==> config.mk <==
export PLATFORM = sky130hd
export DESIGN_NAME = dali_forward_frame_transmitter
export DESIGN_NICKNAME = d
export VERILOG_FILES = /design/src/design/dft_pkg.sv /design/src/design/dali_forward_frame_transmitter.sv
export SDC_FILE = /design/constraint.sdc
export NUM_CORES = 1
export LEC_CHECK = 0
export ABC_AREA = 1
export BUFFER_PORTS_ARGS = -buffer_cell sky130_fd_sc_hd__buf_4
export CAP_MARGIN = 20
export CORE_ASPECT_RATIO = 0.75
export CORE_UTILIZATION = 34
export DETAILED_ROUTE_END_ITERATION = 10
export HOLD_SLACK_MARGIN = 0.1
export SLEW_MARGIN = 10
export SYNTH_ARGS = -nofsm -noshare
export SYNTH_HDL_FRONTEND = slang
export SYNTH_SLANG_ARGS = --single-unit
==> constraint.sdc <==
create_clock -name clk_i -period 4.7 [get_ports clk_i]
set_clock_uncertainty 0.05 [all_clocks]
set_input_delay 0.235 -clock clk_i [delete_from_list [all_inputs] [get_ports clk_i]]
set_output_delay 0.235 -clock clk_i [all_outputs]
set_load 0.005 [all_outputs]
==> src/design/dft_pkg.sv <==
// ----------------------------------------------------------------------------
// dft_pkg
// Types and constants shared by the forward frame transmitter and its checker.
// ----------------------------------------------------------------------------
package dft_pkg;

  localparam int unsigned FrameW   = 17;
  localparam int unsigned FrameTop = FrameW - 1;
  localparam int unsigned BitIdxW  = 5;
  localparam int unsigned ByteW    = 8;
  localparam int unsigned CfgIdxW  = 1;

  localparam logic [ByteW-1:0] StopGapReset   = 8'd34;
  localparam logic             InvertPinReset = 1'b1;

  typedef enum logic [1:0] {
    PH_IDLE = 2'd0,
    PH_SEND = 2'd1,
    PH_GAP  = 2'd2
  } phase_e;

  typedef enum logic [CfgIdxW-1:0] {
    CFG_STOP_GAP   = 1'b0,
    CFG_INVERT_PIN = 1'b1
  } cfg_reg_e;

  typedef enum logic {
    KIND_TICK = 1'b0,
    KIND_SEND = 1'b1
  } kind_e;

  typedef struct packed {
    logic             kind;
    logic [ByteW-1:0] address_byte;
    logic [ByteW-1:0] data_byte;
    logic             send_twice;
  } dft_in_t;

  typedef struct packed {
    logic bus_level;
    logic pin_level;
    logic busy_res;
    logic accepted;
  } dft_out_t;

endpackage

==> src/design/dali_forward_frame_transmitter.sv <==
// ----------------------------------------------------------------------------
// dali_forward_frame_transmitter
// Manchester forward frame transmitter driven by half-bit ticks.
// ----------------------------------------------------------------------------
// Takes one item (a half-bit tick or a send request) per clock when not stalled
// and returns one result per item, registered, in the cycle after the transfer.
// The whole state update is a single pass of logic into the result register;
// the input stalls only while a stalled output holds a finished result. A send
// request is taken only when idle; the 17-bit frame (start bit, address, data)
// goes out MSB first, one half-bit per tick, optionally twice with an idle gap
// after each copy. Register 0 sets the gap in ticks, register 1 inverts the pin.
module dali_forward_frame_transmitter
  import dft_pkg::*;
(
  input  logic               clk_i,
  input  logic               rst_ni,
  input  logic               in_valid_i,
  output logic               in_stall_o,
  input  dft_in_t            in_data_i,
  output logic               out_valid_o,
  input  logic               out_stall_i,
  output dft_out_t           out_data_o,
  input  logic               cfg_valid_i,
  output logic               cfg_ready_o,
  input  logic [CfgIdxW-1:0] cfg_index_i,
  input  logic [ByteW-1:0]   cfg_data_i
);

  logic [ByteW-1:0]   stop_gap_q;
  logic               invert_pin_q;

  phase_e             phase_q, phase_d;
  logic [FrameW-1:0]  frame_q, frame_d;
  logic [BitIdxW-1:0] bit_idx_q, bit_idx_d;
  logic               first_half_q, first_half_d;
  logic               copies_left_q, copies_left_d;
  logic [ByteW-1:0]   gap_cnt_q, gap_cnt_d;
  logic               line_q, line_d;
  logic               repeat_q, repeat_d;

  logic               out_valid_q;
  dft_out_t           out_q, out_d;
  logic               in_xfer;
  logic               busy_now;
  logic               acc;

  assign in_stall_o  = out_valid_q & out_stall_i;
  assign in_xfer     = in_valid_i & ~in_stall_o;
  assign cfg_ready_o = 1'b1;
  assign out_valid_o = out_valid_q;
  assign out_data_o  = out_q;

  always_ff @(posedge clk_i or negedge rst_ni) begin
    if (!rst_ni) begin
      stop_gap_q   <= StopGapReset;
      invert_pin_q <= InvertPinReset;
    end else if (cfg_valid_i && cfg_ready_o) begin
      case (cfg_reg_e'(cfg_index_i))
        CFG_STOP_GAP:   stop_gap_q   <= cfg_data_i;
        CFG_INVERT_PIN: invert_pin_q <= cfg_data_i[0];
        default: ;
      endcase
    end
  end

  always_comb begin
    phase_d       = phase_q;
    frame_d       = frame_q;
    bit_idx_d     = bit_idx_q;
    first_half_d  = first_half_q;
    copies_left_d = copies_left_q;
    gap_cnt_d     = gap_cnt_q;
    line_d        = line_q;
    repeat_d      = repeat_q;
    acc           = 1'b0;
    busy_now      = (phase_q == PH_SEND) || (phase_q == PH_GAP);

    if (in_data_i.kind == KIND_SEND) begin
      if (!busy_now) begin
        frame_d       = {1'b1, in_data_i.address_byte, in_data_i.data_byte};
        repeat_d      = in_data_i.send_twice;
        copies_left_d = in_data_i.send_twice;
        bit_idx_d     = BitIdxW'(FrameTop);
        first_half_d  = 1'b1;
        phase_d       = PH_SEND;
        line_d        = 1'b0;
        acc           = 1'b1;
      end
    end else begin
      case (phase_q)
        PH_SEND: begin
          if (first_half_q) begin
            line_d       = frame_q[bit_idx_q];
            first_half_d = 1'b0;
          end else if (bit_idx_q == '0) begin
            line_d = 1'b1;
            if (repeat_q) begin
              phase_d   = PH_GAP;
              gap_cnt_d = stop_gap_q;
            end else begin
              phase_d = PH_IDLE;
            end
          end else begin
            bit_idx_d    = bit_idx_q - 1'b1;
            first_half_d = 1'b1;
            line_d       = ~frame_q[bit_idx_q - 1'b1];
          end
        end
        PH_GAP: begin
          if (gap_cnt_q != '0) begin
            gap_cnt_d = gap_cnt_q - 1'b1;
          end else if (copies_left_q) begin
            copies_left_d = 1'b0;
            bit_idx_d     = BitIdxW'(FrameTop);
            first_half_d  = 1'b1;
            phase_d       = PH_SEND;
            line_d        = 1'b0;
          end else begin
            phase_d = PH_IDLE;
          end
        end
        default: ;
      endcase
    end

    out_d.bus_level = line_d;
    out_d.pin_level = line_d ^ invert_pin_q;
    out_d.busy_res  = (phase_d == PH_SEND) || (phase_d == PH_GAP);
    out_d.accepted  = acc;
  end

  always_ff @(posedge clk_i or negedge rst_ni) begin
    if (!rst_ni) begin
      phase_q       <= PH_IDLE;
      frame_q       <= '0;
      bit_idx_q     <= '0;
      first_half_q  <= 1'b1;
      copies_left_q <= 1'b0;
      gap_cnt_q     <= '0;
      line_q        <= 1'b1;
      repeat_q      <= 1'b0;
    end else if (in_xfer) begin
      phase_q       <= phase_d;
      frame_q       <= frame_d;
      bit_idx_q     <= bit_idx_d;
      first_half_q  <= first_half_d;
      copies_left_q <= copies_left_d;
      gap_cnt_q     <= gap_cnt_d;
      line_q        <= line_d;
      repeat_q      <= repeat_d;
    end
  end

  always_ff @(posedge clk_i or negedge rst_ni) begin
    if (!rst_ni) begin
      out_valid_q <= 1'b0;
    end else if (in_xfer) begin
      out_valid_q <= 1'b1;
    end else if (!out_stall_i) begin
      out_valid_q <= 1'b0;
    end
  end

  always_ff @(posedge clk_i) begin
    if (in_xfer) begin
      out_q <= out_d;
    end
  end

endmodule

==> results.md, run 1 <==
- Delay of the slowest cell on the worst path: 0.63 ns
- Setup repair after global routing missed its margin: false
- Worst-case clock buffer depth: 2
- I/O pin cnt: 39
- Final hold violation count: 0
- Post-synth top flop: dfrtp_1
- Final core occ: 43.9%
- ANT cells: 0
- Setup bufs post-CTS: 0
- Distinct cell type count after synthesis: 36
- Required time of the critical path: 4.88 ns
- Count of TritonRoute iterations in the first routing pass: 4
- Top cell type's share of synthesized area: 36.1%
- Warnings, synthesis: 0
- # fillers: 827
- Crit path capture type: flip-flop
- Vias per Instance: 4.79
- Largest net degree at the start of global routing: 47
- Max IR drop VDD: 0.231 mV
- Vias after detailed routing: 2584
- Dominant combinational cell family by area after synthesis: simple AND/OR/NAND/NOR gates
- Floorplan die area: 8740 um^2
- Post-synthesis xor/xnor area fraction: 0.308%
- Placed inst area: 3180 um^2
- Total number of nets in the final design: 469
- Worst setup path class: flip-flop to flip-flop
- Cell Chain, Critical Path: inv_1 -> ha_1 -> inv_1 -> nor3_2 -> nand2_2 -> nor2_4 -> nand2_2 -> a211oi_4 -> o21ai_0 -> o21ai_0
- Buf/Inv on CP: 2
- Register bit count reported by yosys: 50
- Routed WL: 6.63 mm
- Synthesized instance count: 381
- Highest net fanout along the worst path: 21
- Setup TNS: 0 ns
- Endpoint of the worst hold-timing path: copies_left_q$_DFFE_PN0P_
- Max_slew headroom: 48.0%
- Most area-consuming cells after synthesis: dfrtp_1, nand2_1, nand3_1
- Least-Margin Pin Slew: 0.779 ns
- Final Instance Count excl. Fillers: 539
- Cell taking the most area after synthesis: dfrtp_1
- Area growth syn-to-layout: 23.2%
- Post-CTS resize count: 0
- Later-pin clock latency in the skew report: 0.31 ns
- Share of synthesized area spent on multiplexers: 1.19%
- Clock tree root buffer cell: clkbuf_8
- Dpl hpwl: 4.75 mm
- Wire length per cell: 12.3 um
- Cell Area, Synth: 2850 um^2
- Start point of the worst hold path: in_data_i[0]
- Minimum period implied by the final worst setup slack: 2.94 ns
- First-iteration detailed-routing DRC count: 161
- Number of flops mapped to enable cells by yosys: 4
- Placer Congestion: 0.909
- Outcome: completed
- Overall die width: 108 um
- FF-to-FF Start: bit_idx_q[0]$_DFFE_PN0P_
- Highest-delay cell along the critical path: a211oi_4
- Remaining global-route overflow: 0
- Area share of and/or/nand/nor cells after synthesis: 33.6%
- Worst r2r dst: gap_cnt_q[5]$_DFFE_PN0P_
- Clock-pin slew reported for the worst setup and hold paths after clock tree synthesis: 0.10 ns
- I/O Buffers: 37
- Met3 wirelength from detailed routing: 376 um
- Fraction of layout cells with a size suffix above 1: 16.4%
- Dominant delay contributor by cell family on the critical path: compound AO/OA/AOI/OAI gates
- Fmax: 0.341 GHz
- Worst Reg2Reg Path Length in Cells: 10
- Number of max-capacitance violations reported: 0
- TritonCTS clock tree: built
- Number of slew-limit violations in the final report: 0
- Synth Area per Inst: 7.47 um^2
- Seq/Total Area, Yosys: 44.9%
- First-pass GRT wire length: 11.3 mm
- Count of hold buffers inserted by post-cts repair: 21
- Met2 Wirelength: 2.59 mm
- Met1 Wirelength: 3.60 mm
- Post-synthesis net count: 417
- CTS sink count: 50
- Share of flip-flops with an asynchronous set or reset after synthesis: 92.0%
- Post-route fraction of the period consumed by the critical path: 62.5%
- Die Y: 81.2 um
- Post-detailed-route count of antenna-violating nets: 0
- Clock buffer count from CTS: 5
- Type of the most critical hold path: input pin to flip-flop
- Cell Pwr Density: 542 nW/um^2
- Combined global-route utilization of all metal layers: 16.6%
- DRC Markers: 0
- Post-route standard cell area excluding fillers: 3500 um^2
- Antenna violations before repair: 0
- Std cell rows: 28
- Worst R2R Setup Slack: 1.76 ns
- Highest routing layer actually used: met4
- Final setup fails: 0
- Worst endpoint data arrival time: 3.12 ns
- Arithmetic-cell share of the synthesized area counting full adders, half adders and majority gates: 1.76%
- Via count of the first global-routing pass: 2341
- Synthesized-area fraction occupied by ao, oa, aoi and oai cells: 10.2%
- Leakage power: 1.75 nW
- Worst hold path cell count: 3
- Starting Density: 35.6%
- Number of H-tree branching levels: 2
- Core ar.: 7990 um^2
- Startpoint kind of the worst setup timing path: flip-flop
- Placed Cells: 510
-- kinds of logic (layout without fill, tap and decap cells) --
| kind of cell | count (synthesis) | count (layout) |
|---|---|---|
| mux | 3 | 3 |
| flops | 50 | 50 |
| fa+ha+maj | 4 | 4 |
| other cells | 1 | 1 |
| compound gates | 47 | 47 |
| xor+xnor | 1 | 1 |
| buf+inv | 52 | 105 |
| simple gates | 223 | 223 |
-- layer usage --
metal / global-route usage, % / up-vias
met5: 0 / -
met4: 4.52 / 0
met3: 2.89 / 7
met2: 22.2 / 84
met1: 26.4 / 1177
li1: - / 1316
-- power by group --
group	leakage (nW)	switching, W	internal (W)
registers	0.587	0.000153	0.000603
clock network	0.0600	0.000158	0.000154
logic	1.10	0.000516	0.000316
-- flip-flops by register name, indices dropped and copies added (netlist names) --
name,flops
bit_idx_q,5
copies_left_q,1
first_half_q,1
frame_q,17
gap_cnt_q,8
invert_pin_q,1
line_q,1
out_data_o,4
out_valid_o,1
phase_q,2
repeat_q,1
stop_gap_q,8
-- Yosys cell counts, types with 2 or more instances --
cell type / number
a31oi_1: 3
nand2_1: 147
a21oi_1: 13
nor3_2: 2
edfxtp_1: 4
buf_4: 4
o21ai_1: 3
o31ai_1: 3
nand3_1: 39
nor3_1: 2
nor2_1: 19
mux2_2: 3
nand4_1: 2
dfstp_2: 5
nand2_2: 6
buf_2: 3
o21ai_2: 3
inv_1: 38
nor2_2: 2
clkbuf_1: 3
dfrtp_1: 41
ha_1: 4
o21ai_0: 19
-- tightest hold or removal path, stage by stage --
cell and delay, ns:
buf_4 0.09, nand2_1 0.06, nand2_1 0.06
-- placed cells by master (no fill, tap or decap), types with 2 or more instances in the layout --
cell / count
a21oi_1: 13
a31oi_1: 3
buf_4: 37
clkbuf_8: 6
dfrtp_1: 41
dfstp_2: 5
dlygate4sd3_1: 21
edfxtp_1: 4
ha_1: 4
inv_1: 38
mux2_2: 3
nand2_1: 147
nand2_2: 6
nand3_1: 39
nand4_1: 2
nor2_1: 19
nor2_2: 2
nor3_1: 2
nor3_2: 2
o21ai_0: 19
o21ai_1: 3
o21ai_2: 3
o31ai_1: 3
-- per-stage QoR --
step | total power (W) | setup slack [ns] | hold WS, ns
floorplan | 0.00136 | 2.61 | -0.111
global placement | 0.00156 | 1.93 | 0.238
detailed placement | 0.00157 | 1.80 | 0.238
CTS | 0.00190 | 1.78 | 0.100
global route | 0.00207 | 1.43 | 0.100
finish | 0.00190 | 1.76 | 0.102
-- cell type report --
class	count	area [um^2]	share of cell area (%)
clock buffers	7	108	3.07
clock inverters	1	8.76	0.250
inverters	39	146	4.18
multi-input cells	279	1350	38.4
flip-flops and latches	50	1280	36.5
well taps	105	131	3.75
repair buffers	58	488	13.9
-- worst max-delay path by stage --
stage | cells after the start | endpoint | start | slack [ns]
global route | 10 | gap_cnt_q[5]$_DFFE_PN0P_ | bit_idx_q[0]$_DFFE_PN0P_ | 1.43
finish | 10 | gap_cnt_q[5]$_DFFE_PN0P_ | bit_idx_q[0]$_DFFE_PN0P_ | 1.76
detailed placement | 10 | gap_cnt_q[5]$_DFFE_PN0P_ | bit_idx_q[0]$_DFFE_PN0P_ | 1.80
CTS | 10 | gap_cnt_q[5]$_DFFE_PN0P_ | bit_idx_q[0]$_DFFE_PN0P_ | 1.78
global placement | 10 | gap_cnt_q[5]$_DFFE_PN0P_ | bit_idx_q[0]$_DFFE_PN0P_ | 1.93
floorplan | 12 | gap_cnt_q[5]$_DFFE_PN0P_ | bit_idx_q[0]$_DFFE_PN0P_ | 2.61
Power figures use the tool's default switching activity.
==> inputs of run 2 (changes only) <==
--- a/config.mk
+++ b/config.mk
@@ -5,7 +5,7 @@
 export SDC_FILE = /design/constraint.sdc
 export NUM_CORES = 1
 export LEC_CHECK = 0
-export ABC_AREA = 1
+export ABC_AREA = 0
 export BUFFER_PORTS_ARGS = -buffer_cell sky130_fd_sc_hd__buf_4
 export CAP_MARGIN = 20
 export CORE_ASPECT_RATIO = 0.75
==> constraint.sdc (replaced) <==
create_clock -name clk_i -period 2.8 [get_ports clk_i]
set_clock_uncertainty 0.05 [all_clocks]
set_input_delay 0.14 -clock clk_i [delete_from_list [all_inputs] [get_ports clk_i]]
set_output_delay 0.14 -clock clk_i [all_outputs]
set_load 0.005 [all_outputs]
==> results.md, run 2 <==
- Largest net degree at the start of global routing: 47 (unchanged)
- Routed WL: 5.93 mm (was 6.63 mm)
- Internal portion of total power: 0.00199 W (was 0.00107 W)
- Post-route fraction of the period consumed by the critical path: 87.7% (was 62.5%)
- Max_slew headroom: 52.7% (was 48.0%)
- Worst hold path cell count: 3 (unchanged)
- Post-route standard cell area excluding fillers: 3540 um^2 (was 3500 um^2)
- Final hold violation count: 0 (unchanged)
- Required time of the critical path: 2.92 ns (was 4.88 ns)
- First-pass GRT wire length: 10.1 mm (was 11.3 mm)
- Most used standard cell by instance count after synthesis: dfrtp_1 (was nand2_1)
- Most used standard cells in the synthesized netlist: dfrtp_1, mux2_2, a21oi_1 (was nand2_1, dfrtp_1, nand3_1)
- Die Y: 79.9 um (was 81.2 um)
- Count of TritonRoute iterations in the first routing pass: 4 (unchanged)
- Seq/Total Area, Yosys: 46.5% (was 44.9%)
- Crit path capture type: flip-flop (unchanged)
- Startpoint kind of the worst setup timing path: flip-flop (unchanged)
- Wire length per cell: 14.0 um (was 12.3 um)
- Register bit count reported by yosys: 50 (unchanged)
- Synthesized instance count: 251 (was 381)
- Later-pin clock latency in the skew report: 0.30 ns (was 0.31 ns)
- Post-synth top flop: dfrtp_1 (unchanged)
- Commonest non-fill, non-tap cell in the layout: buf_4 (was nand2_1)
- Area growth syn-to-layout: 28.7% (was 23.2%)
- First-iteration detailed-routing DRC count: 91 (was 161)
- I/O Buffers: 37 (unchanged)
- Starting Density: 35.0% (was 35.6%)
- Total number of nets in the final design: 353 (was 469)
- Least-Margin Pin Slew: 0.708 ns (was 0.779 ns)
- Number of H-tree branching levels: 2 (unchanged)
- Clock tree root buffer cell: clkbuf_8 (unchanged)
- Number of max-capacitance violations reported: 0 (unchanged)
- Fraction of layout cells with a size suffix above 1: 31.1% (was 16.4%)
- Clk network pwr share: 14.5% (was 16.4%)
- Vias after detailed routing: 2160 (was 2584)
- Antenna violations before repair: 0 (unchanged)
- Max IR drop VDD: 0.359 mV (was 0.231 mV)
- Most frequent cells in the layout: buf_4, dfrtp_1, dlygate4sd3_1 (was nand2_1, dfrtp_1, nand3_1)
- Fmax: 0.407 GHz (was 0.341 GHz)
- Placed Cells: 386 (was 510)
- Post-detailed-route count of antenna-violating nets: 0 (unchanged)
- Combinational group share of total power: 44.9% (was 43.8%)
- Synth Area per Inst: 11.0 um^2 (was 7.47 um^2)
- Switching power share of the total: 36.6% (was 43.5%)
- Placer Congestion: 0.801 (was 0.909)
- Dpl hpwl: 4.16 mm (was 4.75 mm)
- Most area-consuming cells after synthesis: dfrtp_1, mux2_2, mux4_2 (was dfrtp_1, nand2_1, nand3_1)
- DRC Markers: 0 (unchanged)
- Worst-case clock buffer depth: 2 (unchanged)
- Cell Pwr Density: 889 nW/um^2 (was 542 nW/um^2)
- Clock buffer count from CTS: 5 (unchanged)
- Number of slew-limit violations in the final report: 0 (unchanged)
- Final Instance Count excl. Fillers: 423 (was 539)
- Highest net fanout along the worst path: 10 (was 21)
- Cell Area, Synth: 2750 um^2 (was 2850 um^2)
- Floorplan die area: 8460 um^2 (was 8740 um^2)
- Combined global-route utilization of all metal layers: 15.1% (was 16.6%)
- Flip-flop count of the largest register, all copies and words added: 17 (unchanged)
- Warnings, synthesis: 0 (unchanged)
- Std cell rows: 28 (unchanged)
- Setup bufs post-CTS: 0 (unchanged)
- Most flop-heavy register: frame_q (unchanged)
- Outcome: completed (unchanged)
- Overall die width: 106 um (was 108 um)
- Placed inst area: 3150 um^2 (was 3180 um^2)
- Setup repair after global routing missed its margin: false (unchanged)
- Worst endpoint data arrival time: 2.58 ns (was 3.12 ns)
- Setup TNS: 0 ns (unchanged)
- Leakage power: 1.49 nW (was 1.75 nW)
- Vias per Instance: 5.11 (was 4.79)
- Post-synthesis net count: 287 (was 417)
- Sequential share of power: 40.6% (was 39.8%)
- Type of the most critical hold path: input pin to flip-flop (unchanged)
- Largest registers ranked by flip-flop count: frame_q: 17 flops, gap_cnt_q: 8 flops, stop_gap_q: 8 flops (unchanged)
- Remaining global-route overflow: 0 (unchanged)
- Top cell type's share of synthesized area: 37.3% (was 36.1%)
- Worst Reg2Reg Path Length in Cells: 9 (was 10)
- Worst setup path class: flip-flop to flip-flop (unchanged)
- CTS sink count: 50 (unchanged)
- Number of flops mapped to enable cells by yosys: 4 (unchanged)
- Cell taking the most area after synthesis: dfrtp_1 (unchanged)
- Power spent charging and discharging nets: 0.00115 W (was 0.000827 W)
- I/O pin cnt: 39 (unchanged)
- Distinct cell type count after synthesis: 52 (was 36)
- Share of flip-flops with an asynchronous set or reset after synthesis: 92.0% (unchanged)
- Total chip power: 0.00315 W (was 0.00190 W)
- TritonCTS clock tree: built (unchanged)
- Clock-pin slew reported for the worst setup and hold paths after clock tree synthesis: 0.09 ns (was 0.10 ns)
- Core ar.: 7850 um^2 (was 7990 um^2)
- ANT cells: 0 (unchanged)
- Final setup fails: 0 (unchanged)
- Via count of the first global-routing pass: 2114 (was 2341)
- Minimum period implied by the final worst setup slack: 2.46 ns (was 2.94 ns)
==> run 2: routing by layer <==
layer  GRT usage [%]  share of wire [%]
met1            21.6                 49
met2            22.9                 45
met3            2.86                5.0
met4            5.14                1.2
met5               0                  0
==> run 2: final timing paths <==
| kind | from | endpoint | slack [ns] |
|---|---|---|---|
| max | bit_idx_q[0]$_DFFE_PN0P_ | gap_cnt_q[2]$_DFFE_PN0P_ | 0.34 |
| min | cfg_valid_i | invert_pin_q$_DFFE_PN1P_ | 0.11 |
| max reg2reg | bit_idx_q[0]$_DFFE_PN0P_ | gap_cnt_q[2]$_DFFE_PN0P_ | 0.34 |
| min reg2reg | frame_q[16]$_DFFE_PN0P_ | frame_q[16]$_DFFE_PN0P_ | 0.43 |
| max in group asynchronous | rst_ni | bit_idx_q[2]$_DFFE_PN0P_ | 1.97 |
| min in group asynchronous | rst_ni | phase_q[0]$_DFFE_PN0P_ | 0.32 |
==> run 2: layout make-up <==
class | instances | area (um^2)
clock buffer | 6 | 82.6
clock inverter | 2 | 16.3
fill | 754 | 4310
inverter | 13 | 48.8
multi-input combinational | 173 | 1350
sequential | 50 | 1280
tap | 105 | 131
timing repair buffer | 74 | 628
==> run 2: cell families after synthesis <==
logic type | synth area share, %
other | 0.136
xor gates and xnor gates | 0.956
DFF | 46.5
muxes | 19.8
buffers and inverters | 4.32
and+or+nand+nor | 12.2
adders and majority gates | 1.82
AOI/OAI and AO/OA | 14.3
==> run 2: through the flow <==
step / utilization [%] / hold WS, ns / setup WS, ns
after floorplan: - / -0.206 / 0.0600
after global placement: 40.1 / 0.143 / 0.418
after detailed placement: 40.1 / 0.144 / 0.381
after CTS: 45.1 / 0.105 / 0.363
after global routing: 45.1 / 0.121 / 0.0741
final: 45.1 / 0.114 / 0.345
==> run 2: power by group through the flow <==
stage                     registers, W  clock network [W]  logic (W)
after detailed placement       0.00128                  0    0.00138
after global routing           0.00132           0.000511    0.00158
after CTS                      0.00127           0.000481    0.00142
after floorplan                0.00120                  0    0.00110
after global placement         0.00128                  0    0.00136
final                          0.00128           0.000456    0.00141
==> run 2: what timing repair did <==
| action | CTS | global route |
|---|---|---|
| resized for setup | 0 | 0 |
| endpoints found under the hold margin | 70 | 0 |
| hold buffers | 29 | 0 |
==> run 2: worst max-delay path, stage by stage (launching register included) <==
cell and delay, ns:
dfrtp_1 0.38, inv_1 0.05, ha_1 0.14, or3b_1 0.44, o41ai_1 0.36, and3_1 0.42
buf_4 0.22, nand2_1 0.06, mux2i_1 0.13, a21oi_1 0.08
==> inputs of run 3 (changes only) <==
==> constraint.sdc (replaced) <==
create_clock -name clk_i -period 3.05 [get_ports clk_i]
set_clock_uncertainty 0.05 [all_clocks]
set_input_delay 0.1525 -clock clk_i [delete_from_list [all_inputs] [get_ports clk_i]]
set_output_delay 0.1525 -clock clk_i [all_outputs]
set_load 0.005 [all_outputs]
==> results.md, run 3 (synthesized netlist as in run 2, its figures left out) <==
- Largest net degree at the start of global routing: 47 (unchanged)
- Highest net fanout along the worst path: 9 (was 10)
- Dpl hpwl: 4.08 mm (was 4.16 mm)
- Largest registers ranked by flip-flop count: frame_q: 17 flops, gap_cnt_q: 8 flops, stop_gap_q: 8 flops (unchanged)
- Post-detailed-route count of antenna-violating nets: 0 (unchanged)
- Final setup fails: 0 (unchanged)
- Std cell rows: 28 (unchanged)
- Outcome: completed (unchanged)
- Clock buffer count from CTS: 5 (unchanged)
- Startpoint kind of the worst setup timing path: flip-flop (unchanged)
- Commonest non-fill, non-tap cell in the layout: buf_4 (unchanged)
- Max IR drop VDD: 0.314 mV (was 0.359 mV)
- Count of TritonRoute iterations in the first routing pass: 4 (unchanged)
- Number of max-capacitance violations reported: 0 (unchanged)
- Clock tree root buffer cell: clkbuf_8 (unchanged)
- Worst Reg2Reg Path Length in Cells: 9 (unchanged)
- Most flop-heavy register: frame_q (unchanged)
- I/O pin cnt: 39 (unchanged)
- Later-pin clock latency in the skew report: 0.31 ns (was 0.30 ns)
- Setup TNS: 0 ns (unchanged)
- CTS sink count: 50 (unchanged)
- Minimum period implied by the final worst setup slack: 2.60 ns (was 2.46 ns)
- Remaining global-route overflow: 0 (unchanged)
- Max_slew headroom: 51.6% (was 52.7%)
- Worst setup path class: flip-flop to flip-flop (unchanged)
- Type of the most critical hold path: input pin to flip-flop (unchanged)
- Buf/Inv on CP: 2 (unchanged)
- ANT cells: 0 (unchanged)
- Most frequent cells in the layout: buf_4, dfrtp_1, mux2_2, dlygate4sd3_1, a21oi_1 (was buf_4, dfrtp_1, dlygate4sd3_1)
- Setup bufs post-CTS: 0 (unchanged)
- Dominant delay contributor by cell family on the critical path: simple AND/OR/NAND/NOR gates (unchanged)
- Required time of the critical path: 3.20 ns (was 2.92 ns)
- Vias per Instance: 5.08 (was 5.11)
- Highest-delay cell along the critical path: or3b_1 (unchanged)
- Placed Cells: 383 (was 386)
- Worst-case clock buffer depth: 2 (unchanged)
- Least-Margin Pin Slew: 0.725 ns (was 0.708 ns)
- Floorplan die area: 8460 um^2 (unchanged)
- Worst R2R Setup Slack: 0.45 ns (was 0.34 ns)
- Number of slew-limit violations in the final report: 0 (unchanged)
- Worst r2r dst: gap_cnt_q[2]$_DFFE_PN0P_ (unchanged)
- Setup repair after global routing missed its margin: false (unchanged)
- Wire length per cell: 14.4 um (was 14.0 um)
- Delay of the slowest cell on the worst path: 0.47 ns (was 0.44 ns)
- Core ar.: 7850 um^2 (unchanged)
- Fmax: 0.384 GHz (was 0.407 GHz)
- Worst endpoint data arrival time: 2.75 ns (was 2.58 ns)
- Final hold violation count: 0 (unchanged)
- Via count of the first global-routing pass: 2060 (was 2114)
- Placer Congestion: 0.834 (was 0.801)
- Post-route fraction of the period consumed by the critical path: 85.3% (was 87.7%)
- Clock-pin slew reported for the worst setup and hold paths after clock tree synthesis: 0.10 ns (was 0.09 ns)
- Starting Density: 35.0% (unchanged)
- Fraction of layout cells with a size suffix above 1: 30.3% (was 31.1%)
- Routed WL: 6.05 mm (was 5.93 mm)
- Crit path capture type: flip-flop (unchanged)
- Flip-flop count of the largest register, all copies and words added: 17 (unchanged)
- First-iteration detailed-routing DRC count: 132 (was 91)
- Die Y: 79.9 um (unchanged)
- Endpoint of the worst hold-timing path: bit_idx_q[1]$_DFFE_PN0P_ (was invert_pin_q$_DFFE_PN1P_)
- Antenna violations before repair: 0 (unchanged)
- DRC Markers: 0 (unchanged)
- Number of H-tree branching levels: 2 (unchanged)
- Final Instance Count excl. Fillers: 419 (was 423)
- Total number of nets in the final design: 349 (was 353)
- Worst hold path cell count: 2 (was 3)
- First-pass GRT wire length: 10.2 mm (was 10.1 mm)
- I/O Buffers: 37 (unchanged)
- Start point of the worst hold path: in_data_i[17] (was cfg_valid_i)
- FF-to-FF Start: bit_idx_q[0]$_DFFE_PN0P_ (unchanged)
- Cell Chain, Critical Path: inv_1 -> ha_1 -> or3b_1 -> o41ai_1 -> and3_1 -> buf_4 -> nand2_1 -> mux2i_1 -> a21oi_1 (unchanged)
- Vias after detailed routing: 2130 (was 2160)
- Combined global-route utilization of all metal layers: 15.5% (was 15.1%)
- Cell Pwr Density: 816 nW/um^2 (was 889 nW/um^2)
- Area growth syn-to-layout: 27.0% (was 28.7%)
- TritonCTS clock tree: built (unchanged)
- Overall die width: 106 um (unchanged)
- Leakage power: 1.47 nW (was 1.49 nW)
## run 3: per-layer routing
metal	vias up	GRT usage, %	share of wire (%)
li1	1056	-	-
met1	1014	22.3	50
met2	53	23.9	44
met3	7	2.53	4.5
met4	0	4.58	1.2
met5	-	0	0
## run 3: worst max-delay path by stage
stage	start	endpoint	slack (ns)	cells after the start
floorplan	bit_idx_q[0]$_DFFE_PN0P_	out_data_o[1]$_DFFE_PP_	0.31	11
global placement	bit_idx_q[0]$_DFFE_PN0P_	out_data_o[1]$_DFFE_PP_	0.56	8
detailed placement	bit_idx_q[0]$_DFFE_PN0P_	gap_cnt_q[2]$_DFFE_PN0P_	0.49	9
CTS	bit_idx_q[0]$_DFFE_PN0P_	gap_cnt_q[2]$_DFFE_PN0P_	0.48	9
global route	bit_idx_q[0]$_DFFE_PN0P_	gap_cnt_q[2]$_DFFE_PN0P_	0.25	9
finish	bit_idx_q[0]$_DFFE_PN0P_	gap_cnt_q[2]$_DFFE_PN0P_	0.45	9
## run 3: repair_timing
item / 4_1_cts / 5_1_grt
hold endpoints to repair: 68 / 0
gates resized for setup: 0 / 0
hold buffers: 28 / 0
## run 3: where the power goes
group          total (W)  switching, W  internal (W)  leakage, nW
Combinational    0.00127      0.000592      0.000683        0.836
Clock           0.000394      0.000232      0.000163       0.0452
Sequential       0.00118      0.000239      0.000942        0.585
Total            0.00285       0.00106       0.00179         1.47
## run 3: final cells by class
class | instances | area, um^2
Clock inverter | 2 | 13.8
Tap cell | 105 | 131
Timing Repair Buffer | 70 | 596
Fill cell | 754 | 4350
Inverter | 13 | 48.8
Multi-Input combinational cell | 173 | 1350
Sequential cell | 50 | 1280
Clock buffer | 6 | 72.6
## run 3: stage by stage
step	utilization (%)	area, um^2	hold WS, ns	worst slack (ns)	power [W]
after detailed placement	39.8	3130	0.161	0.495	0.00243
final	44.5	3490	0.117	0.448	0.00285
after CTS	44.5	3490	0.107	0.478	0.00286
after global routing	44.5	3490	0.115	0.252	0.00308
after floorplan	-	2750	-0.193	0.310	0.00211
after global placement	39.8	3130	0.156	0.561	0.00239
